### config.mk
export PLATFORM = sky130hd
export DESIGN_NAME = pump_status_poll_frame_checker_unit
export DESIGN_NICKNAME = d
export VERILOG_FILES = /design/src/sv/psp_pkg.sv /design/src/sv/psp_temp_filter.sv /design/src/sv/pump_status_poll_frame_checker_unit.sv
export SDC_FILE = /design/constraint.sdc
export NUM_CORES = 1
export LEC_CHECK = 0
export BUFFER_PORTS_ARGS = -buffer_cell sky130_fd_sc_hd__buf_4
export CAP_MARGIN = 40
export CORE_UTILIZATION = 46
export CTS_BUF_LIST = sky130_fd_sc_hd__clkbuf_4 sky130_fd_sc_hd__clkbuf_8
export DETAILED_ROUTE_END_ITERATION = 12
export GPL_ROUTABILITY_DRIVEN = 0
export GPL_TIMING_DRIVEN = 1
export HOLD_SLACK_MARGIN = 0.06
export PLACE_DENSITY_LB_ADDON = 0.15
export SKIP_CTS_REPAIR_TIMING = 1
export SYNTH_ARGS = -nofsm -noshare
export SYNTH_HDL_FRONTEND = slang
export SYNTH_SLANG_ARGS = --single-unit
### constraint.sdc
create_clock -name clk -period 15.2 [get_ports clk]
set_input_delay 1.52 -clock clk [delete_from_list [all_inputs] [get_ports clk]]
set_output_delay 1.52 -clock clk [all_outputs]
set_load 0.05 [all_outputs]
### src/sv/psp_pkg.sv
// Shared types and constants for the pump status poll frame checker.
// Used by psp_temp_filter and pump_status_poll_frame_checker_unit; no dependencies.
package psp_pkg;

  localparam logic [1:0] MODE_BYTE  = 2'd0;
  localparam logic [1:0] MODE_TICK  = 2'd1;
  localparam logic [1:0] MODE_OPEN  = 2'd2;
  localparam logic [1:0] MODE_CLOSE = 2'd3;

  localparam logic [1:0] CMD_INQUIRE = 2'd0;
  localparam logic [1:0] CMD_OPEN    = 2'd1;
  localparam logic [1:0] CMD_CLOSE   = 2'd2;
  localparam logic [1:0] CMD_NONE    = 2'd3;

  localparam logic [4:0] FRAME_LAST_INDEX = 5'd19;
  localparam logic [4:0] POS_STATUS       = 5'd3;
  localparam logic [4:0] POS_TEMP_HI      = 5'd5;
  localparam logic [4:0] POS_TEMP_MID     = 5'd6;
  localparam logic [4:0] POS_TEMP_LO      = 5'd7;
  localparam logic [4:0] POS_ERROR        = 5'd16;
  localparam logic [4:0] POS_CHECK        = FRAME_LAST_INDEX - 5'd1;
  localparam logic [4:0] POS_SUM_LAST     = FRAME_LAST_INDEX - 5'd2;

  localparam logic [7:0] TERMINATOR = 8'hFE;

  localparam logic [21:0] JUMP_LIMIT_RESET = 22'd3500;
  localparam logic [21:0] MIN_TEMP_RESET   = 22'd100;
  localparam logic [21:0] TEMP_MAX         = 22'd2575755;

  localparam logic [0:0] REG_JUMP_LIMIT = 1'b0;
  localparam logic [0:0] REG_MIN_TEMP   = 1'b1;

  typedef struct packed {
    logic [1:0] mode;
    logic [7:0] rx_byte;
  } in_word_t;

  typedef struct packed {
    logic        frame_ok;
    logic [7:0]  pump_state;
    logic [7:0]  pump_error;
    logic [21:0] temp_hundredths;
    logic [1:0]  next_command;
  } out_word_t;

  typedef struct packed {
    logic [21:0] jump_limit;
    logic [21:0] min_running_temp;
  } cfg_regs_t;

endpackage

### src/sv/psp_temp_filter.sv
// Converts the held temperature bytes to hundredths and applies the jump and
// minimum-running-temperature filter. Depends on psp_pkg.
module psp_temp_filter (
  input  psp_pkg::cfg_regs_t cfg,
  input  logic [7:0]         status,
  input  logic [23:0]        temp_bytes,
  input  logic [21:0]        last_temp,
  output logic [21:0]        temp_out
);

  logic [21:0] hi_part;
  logic [21:0] mid_part;
  logic [21:0] reading;
  logic [21:0] diff;
  logic        reject;

  // Constant multiplies: b5*10000 + b6*100 + b7 always fits in 22 bits.
  assign hi_part  = 22'(temp_bytes[23:16]) * 22'd10000;
  assign mid_part = 22'(temp_bytes[15:8]) * 22'd100;
  assign reading  = hi_part + mid_part + 22'(temp_bytes[7:0]);

  assign diff = (reading > last_temp) ? (reading - last_temp) : (last_temp - reading);

  assign reject = (diff > cfg.jump_limit) ||
                  ((status != 8'd0) && (reading < cfg.min_running_temp));

  assign temp_out = reject ? last_temp : reading;

endmodule

### src/sv/pump_status_poll_frame_checker_unit.sv
// A word is captured in the input register and processed from there; a poll tick's
// result is registered in the output register. Throughput: one word per cycle while
// no tick is stalled, set by the input register and the output register.
// A tick that meets an unaccepted result waits in the input register and stalls the
// input until out_ready is high. Reset (rst_n low, synchronous) restores the default
// limits, clears the frame and held values and sets "no command yet".
// Top level of the pump status poll frame checker. Depends on psp_pkg, psp_temp_filter.
module pump_status_poll_frame_checker_unit (
  input  logic                clk,
  input  logic                rst_n,
  input  logic                in_valid,
  output logic                in_ready,
  input  psp_pkg::in_word_t   in_word,
  output logic                out_valid,
  input  logic                out_ready,
  output psp_pkg::out_word_t  out_word,
  input  logic                psel,
  input  logic                penable,
  input  logic                pwrite,
  input  logic [2:0]          paddr,
  input  logic [31:0]         pwdata,
  output logic [31:0]         prdata,
  output logic                pready
);

  // Configuration registers.
  psp_pkg::cfg_regs_t cfg_r;

  assign pready = 1'b1;
  assign prdata = (paddr[2] == psp_pkg::REG_MIN_TEMP) ? 32'(cfg_r.min_running_temp)
                                                      : 32'(cfg_r.jump_limit);

  always_ff @(posedge clk) begin
    if (!rst_n) begin
      cfg_r.jump_limit       <= psp_pkg::JUMP_LIMIT_RESET;
      cfg_r.min_running_temp <= psp_pkg::MIN_TEMP_RESET;
    end else if (psel && penable && pwrite) begin
      if (paddr[2] == psp_pkg::REG_MIN_TEMP) begin
        cfg_r.min_running_temp <= pwdata[21:0];
      end else begin
        cfg_r.jump_limit <= pwdata[21:0];
      end
    end
  end

  // Input register.
  logic              s1_valid_r;
  psp_pkg::in_word_t s1_word_r;
  logic              is_tick;
  logic              advance;

  // Output register.
  logic               out_valid_r;
  psp_pkg::out_word_t out_word_r;
  psp_pkg::out_word_t result;

  assign is_tick  = (s1_word_r.mode == psp_pkg::MODE_TICK);
  assign advance  = s1_valid_r && (!is_tick || !out_valid_r || out_ready);
  assign in_ready = !s1_valid_r || advance;

  assign out_valid = out_valid_r;
  assign out_word  = out_word_r;

  // Frame and poll state.
  logic [4:0]  byte_count_r, byte_count_nxt;
  logic        frame_closed_r, frame_closed_nxt;
  logic [6:0]  running_sum_r, running_sum_nxt;
  logic [7:0]  cap_status_r, cap_status_nxt;
  logic [7:0]  cap_error_r, cap_error_nxt;
  logic [23:0] cap_temp_r, cap_temp_nxt;
  logic [7:0]  cap_check_r, cap_check_nxt;
  logic [7:0]  held_status_r, held_status_nxt;
  logic [7:0]  held_error_r, held_error_nxt;
  logic [23:0] held_temp_r, held_temp_nxt;
  logic [21:0] last_temp_r, last_temp_nxt;
  logic [1:0]  cmd_r, cmd_nxt;
  logic        open_pend_r, open_pend_nxt;
  logic        close_pend_r, close_pend_nxt;
  logic        reply_seen_r, reply_seen_nxt;

  logic        frame_good;
  logic [21:0] filtered_temp;
  logic [7:0]  rx;

  assign rx = s1_word_r.rx_byte;

  assign frame_good = frame_closed_r && (byte_count_r == psp_pkg::FRAME_LAST_INDEX) &&
                      ({1'b0, running_sum_r} == cap_check_r);

  psp_temp_filter u_temp_filter (
    .cfg        (cfg_r),
    .status     (held_status_nxt),
    .temp_bytes (held_temp_nxt),
    .last_temp  (last_temp_r),
    .temp_out   (filtered_temp)
  );

  always_comb begin
    held_status_nxt = held_status_r;
    held_error_nxt  = held_error_r;
    held_temp_nxt   = held_temp_r;
    // The frame check only applies to a tick that follows an inquiry.
    if (is_tick && (cmd_r == psp_pkg::CMD_INQUIRE)) begin
      if (frame_good) begin
        held_status_nxt = cap_status_r;
        held_error_nxt  = cap_error_r;
        held_temp_nxt   = cap_temp_r;
      end else if (byte_count_r == 5'd0) begin
        held_status_nxt = 8'd0;
        held_error_nxt  = 8'd0;
        held_temp_nxt   = 24'd0;
      end
    end
  end

  always_comb begin
    byte_count_nxt   = byte_count_r;
    frame_closed_nxt = frame_closed_r;
    running_sum_nxt  = running_sum_r;
    cap_status_nxt   = cap_status_r;
    cap_error_nxt    = cap_error_r;
    cap_temp_nxt     = cap_temp_r;
    cap_check_nxt    = cap_check_r;
    last_temp_nxt    = last_temp_r;
    cmd_nxt          = cmd_r;
    open_pend_nxt    = open_pend_r;
    close_pend_nxt   = close_pend_r;
    reply_seen_nxt   = reply_seen_r;

    case (s1_word_r.mode)
      psp_pkg::MODE_BYTE: begin
        reply_seen_nxt = 1'b1;
        if (!frame_closed_r) begin
          if ((byte_count_r >= 5'd1) && (byte_count_r <= psp_pkg::POS_SUM_LAST)) begin
            running_sum_nxt = running_sum_r + rx[6:0];
          end
          case (byte_count_r)
            psp_pkg::POS_STATUS:   cap_status_nxt      = rx;
            psp_pkg::POS_ERROR:    cap_error_nxt       = rx;
            psp_pkg::POS_TEMP_HI:  cap_temp_nxt[23:16] = rx;
            psp_pkg::POS_TEMP_MID: cap_temp_nxt[15:8]  = rx;
            psp_pkg::POS_TEMP_LO:  cap_temp_nxt[7:0]   = rx;
            psp_pkg::POS_CHECK:    cap_check_nxt       = rx;
            default: ;
          endcase
          if ((rx != psp_pkg::TERMINATOR) && (byte_count_r < psp_pkg::FRAME_LAST_INDEX)) begin
            byte_count_nxt = byte_count_r + 5'd1;
          end else begin
            frame_closed_nxt = 1'b1;
          end
        end
      end
      psp_pkg::MODE_OPEN: begin
        open_pend_nxt = 1'b1;
      end
      psp_pkg::MODE_CLOSE: begin
        close_pend_nxt = 1'b1;
      end
      default: begin
        // Poll tick.
        case (cmd_r)
          psp_pkg::CMD_INQUIRE: last_temp_nxt  = filtered_temp;
          psp_pkg::CMD_OPEN:    open_pend_nxt  = reply_seen_r;
          psp_pkg::CMD_CLOSE:   close_pend_nxt = reply_seen_r;
          default: ;
        endcase
        if (open_pend_nxt) begin
          cmd_nxt = psp_pkg::CMD_OPEN;
        end else if (close_pend_nxt) begin
          cmd_nxt = psp_pkg::CMD_CLOSE;
        end else begin
          cmd_nxt = psp_pkg::CMD_INQUIRE;
        end
        byte_count_nxt   = 5'd0;
        frame_closed_nxt = 1'b0;
        running_sum_nxt  = 7'd0;
        reply_seen_nxt   = 1'b0;
      end
    endcase
  end

  always_comb begin
    result.frame_ok        = (cmd_r == psp_pkg::CMD_INQUIRE) && frame_good;
    result.pump_state      = held_status_nxt;
    result.pump_error      = held_error_nxt;
    result.temp_hundredths = last_temp_nxt;
    result.next_command    = cmd_nxt;
  end

  always_ff @(posedge clk) begin
    if (!rst_n) begin
      s1_valid_r     <= 1'b0;
      out_valid_r    <= 1'b0;
      byte_count_r   <= 5'd0;
      frame_closed_r <= 1'b0;
      running_sum_r  <= 7'd0;
      cap_status_r   <= 8'd0;
      cap_error_r    <= 8'd0;
      cap_temp_r     <= 24'd0;
      cap_check_r    <= 8'd0;
      held_status_r  <= 8'd0;
      held_error_r   <= 8'd0;
      held_temp_r    <= 24'd0;
      last_temp_r    <= 22'd0;
      cmd_r          <= psp_pkg::CMD_NONE;
      open_pend_r    <= 1'b0;
      close_pend_r   <= 1'b0;
      reply_seen_r   <= 1'b0;
    end else begin
      if (in_ready) begin
        s1_valid_r <= in_valid;
      end
      if (advance && is_tick) begin
        out_valid_r <= 1'b1;
      end else if (out_ready) begin
        out_valid_r <= 1'b0;
      end
      if (advance) begin
        byte_count_r   <= byte_count_nxt;
        frame_closed_r <= frame_closed_nxt;
        running_sum_r  <= running_sum_nxt;
        cap_status_r   <= cap_status_nxt;
        cap_error_r    <= cap_error_nxt;
        cap_temp_r     <= cap_temp_nxt;
        cap_check_r    <= cap_check_nxt;
        held_status_r  <= held_status_nxt;
        held_error_r   <= held_error_nxt;
        held_temp_r    <= held_temp_nxt;
        last_temp_r    <= last_temp_nxt;
        cmd_r          <= cmd_nxt;
        open_pend_r    <= open_pend_nxt;
        close_pend_r   <= close_pend_nxt;
        reply_seen_r   <= reply_seen_nxt;
      end
    end
  end

  // Payload registers carry no reset.
  always_ff @(posedge clk) begin
    if (in_ready && in_valid) begin
      s1_word_r <= in_word;
    end
    if (advance && is_tick) begin
      out_word_r <= result;
    end
  end

  a_count_in_range: assert property (@(posedge clk) disable iff (!rst_n)
    byte_count_r <= psp_pkg::FRAME_LAST_INDEX)
    else $error("frame position ran past the last index");

  a_cmd_after_tick: assert property (@(posedge clk) disable iff (!rst_n)
    advance && is_tick |=> cmd_r != psp_pkg::CMD_NONE)
    else $error("no command chosen after a poll tick");

  a_result_from_tick: assert property (@(posedge clk) disable iff (!rst_n)
    $rose(out_valid_r) |-> $past(advance && is_tick))
    else $error("result appeared without a poll tick");

  a_frame_reset_on_tick: assert property (@(posedge clk) disable iff (!rst_n)
    advance && is_tick |=> byte_count_r == 5'd0 && !frame_closed_r && !reply_seen_r)
    else $error("frame not restarted after a poll tick");

  a_temp_range: assert property (@(posedge clk) disable iff (!rst_n)
    out_valid_r |-> out_word_r.temp_hundredths <= psp_pkg::TEMP_MAX)
    else $error("temperature outside its range");

endmodule
==> out/results.ini <==
[setup_path]
slowest_delay_ns=0.61
cp_slowest_cell=nor2_4
crit_type=flop to flop
cp_max_fo=60
end_kind=flop
cp_common_cell=ha_1
start_kind=flop
cp_data_required_time_ns=15.65
worst_ep_arrival_time_ns=13.00

[power_and_ir_drop]
p_leak_nw=8.288
totalPowerFinal_mw=1.982
vdd_ir_drop_max_mv=0.06337
power.density_nw_per_um2=111.3

[sta]
slew_headroom=0.4348
worst_hold_slack_ns=0.4632
finalHoldViolCount=0
post-route-period-util=0.8258
finalSetupTns_ns=0
finalCriticalPeriod_ns=12.55
setup_violations=0
worst_slew_pin_slew_ns=0.8390
timing.final.max_slew_violations=0
fmax_mhz=79.67
rsz0062_at_grt=no
finClkSkew_ns=0.02169

[final_layout]
fin_nets=2204
drive_above_1_share=0.1125
seq_area_um2=5015
multi_input_area_um2=9689
area_growth_pct=13.01
fillCellCount=3213
num_antenna_cells=0

[logic_synthesis]
postSynthCellCount=1873
synth_top_family_by_area=compound AO/OA/AOI/OAI gates
synthArstFlopShare=0
yosysWarningCount=0
yosys-mux-area-fraction=0.03391
yosysTopAreaCellShare=0.2211
synth_cell_types=71
syn_avg_cell_area_um2=8.413
syn_area_um2=15760
yosys-top-cells-area=dfxtp_1, ha_1, edfxtp_1, nand2_1, inv_1
synthSimpleGateAreaFrac=0.1623
yosysTopAreaCell=dfxtp_1
synth_edf_count=51
synth_compound_area_frac=0.1999
synthAdderAreaFrac=0.1775
synth-seq-cells=225
ys_seq_area_frac=0.3182
synthXorXnorAreaFrac=0.03668
ys.flop_type=dfxtp_1

[placement]
dp_hpwl_um=28960
port_buffers=104

[clock_network]
insertion_delay_ns=0.57
htreeDepth=2
path_clk_slew_ns=0.06
clock_path_buffers=3
cts.root.buffer_cell=clkbuf_8
cts_buffers=42
cts.sinks=225
cts_tree=yes

[floorplanning]
die_x_um=187.1
die_h_um=187.1
dieArea_um2=35000
rows=67
io-pin-count=128
core-area_um2=33620
initial_utilization=0.4688

[route]
avgRoutedWirePerCell_um=16.14
vias_per_cell=5.334
wl_um=39090
postRouteAntennaNets=0
vias=12920
dr.pass1.iters=5
drc=0
first_iter_violations=657

[global_routing]
grt_pass1_vias=12660
antenna_found_initial=0
grt_first_pass_wirelength_um=63980
grt.total_usage=0.2230
grt_overflow=0
grt_max_degree=95

[job]
drv_cap=0

[outcome]
outcome=finished clean

[min_path]
min_path_type=flop to flop

## kinds of logic after synthesis
group | after synthesis
AO/OA/AOI/OAI | 475
XOR/XNOR | 66
adder cells (fa/ha/maj) | 211
buffers and inverters | 276
flip-flops | 225
multiplexers | 52
other | 2
AND/OR/NAND/NOR | 566
## power by group
part,internal (mW),switching (mW)
combinational,0.279,0.415
sequential,0.619,0.00894
clock,0.388,0.271
total,1.29,0.696
## cell usage after synthesis, drive strengths merged (11+ instances only)
master and count:
xnor2 40, a21boi 96, dfxtp 174, nand4 20, mux2i 44, o21bai 14, nand2 322, inv 174
a21oi 100, buf 34, nor2 66, o211ai 19, o21ai 117, clkbuf 68, nor3 15, a21o 51
nor2b 49, nand3 33, edfxtp 51, o211a 19, xor2 26, fa 21, nor4 11, ha 190
## path summary, 6_finish.rpt
path                                       from              end  slack (ns)  cells after the start
worst max register to register  byte_count_r[0]  last_temp_r[21]        2.65                     46
worst max-delay path            byte_count_r[0]  last_temp_r[21]        2.65                     46
worst min-delay path            held_error_r[0]  held_error_r[0]        0.46                      2
worst min register to register  held_error_r[0]  held_error_r[0]        0.46                      2
## metrics by stage
stage | cell area (um^2) | setup WS [ns] | std cells | utilization
3_5_place_dp | 16840 | 2.762 | 2345 | 0.5009
6_report | 17810 | 2.649 | 2422 | 0.5297
5_1_grt | 17810 | 1.725 | 2422 | 0.5297
2_1_floorplan | 15790 | 4.994 | 1882 | -
3_3_place_gp | 16770 | 2.908 | 2341 | 0.4988
4_1_cts | 17810 | 2.705 | 2422 | 0.5297
## layout by cell type, fill, tap and decap left out, types with 18 or more instances in the layout
cell type  instances
fa_1              21
ha_1             190
a21oi_1           99
xor2_1            26
nor2b_1           49
clkbuf_8          54
dfxtp_1          174
a21o_1            51
xnor2_1           40
inv_1            173
o211ai_1          18
nand3_1           33
o211a_1           19
a21boi_0          80
nor2_1            64
mux2i_1           44
nand2_1          322
nand4_1           20
edfxtp_1          51
o21ai_0          107
buf_4            113
## sequential cells by signal (all words and copies together) (netlist names), 7 cells and up
name and cells:
cap_check_r 8, cap_error_r 8, cap_status_r 8, cap_temp_r 24, cfg_r 44, held_error_r 8, held_status_r 8, held_temp_r 24
last_temp_r 22, out_word 41, running_sum_r 7, rx 8
## final cells by class
| type | instances | area share |
|---|---|---|
| clock inverter | 11 | 0.007518 |
| sequential | 225 | 0.2816 |
| clock buffer | 66 | 0.04680 |
| timing repair buffer | 117 | 0.05178 |
| inverter | 174 | 0.03668 |
| multi-input combinational | 1381 | 0.5441 |
| tap | 448 | 0.03148 |
## worst max-delay path: cells and delay by family (launching register included)
family                   cells  cell delay [ns]
multiplexers                 1             0.35
AO/OA/AOI/OAI               18             3.55
buffers and inverters        5             1.10
adder cells (fa/ha/maj)      9             3.30
XOR/XNOR                     3             0.90
flip-flops                   1             0.47
AND/OR/NAND/NOR             10             2.70
## routing by layer
metal | share of wire | global-route usage | vias to the layer above
li1 | - | - | 6546
met2 | 0.48 | 0.3878 | 250
met4 | 0.032 | 0.08102 | 0
met1 | 0.45 | 0.2816 | 6041
met5 | 0 | 0 | -
met3 | 0.033 | 0.02833 | 83
(Power assumes the default switching activity.)
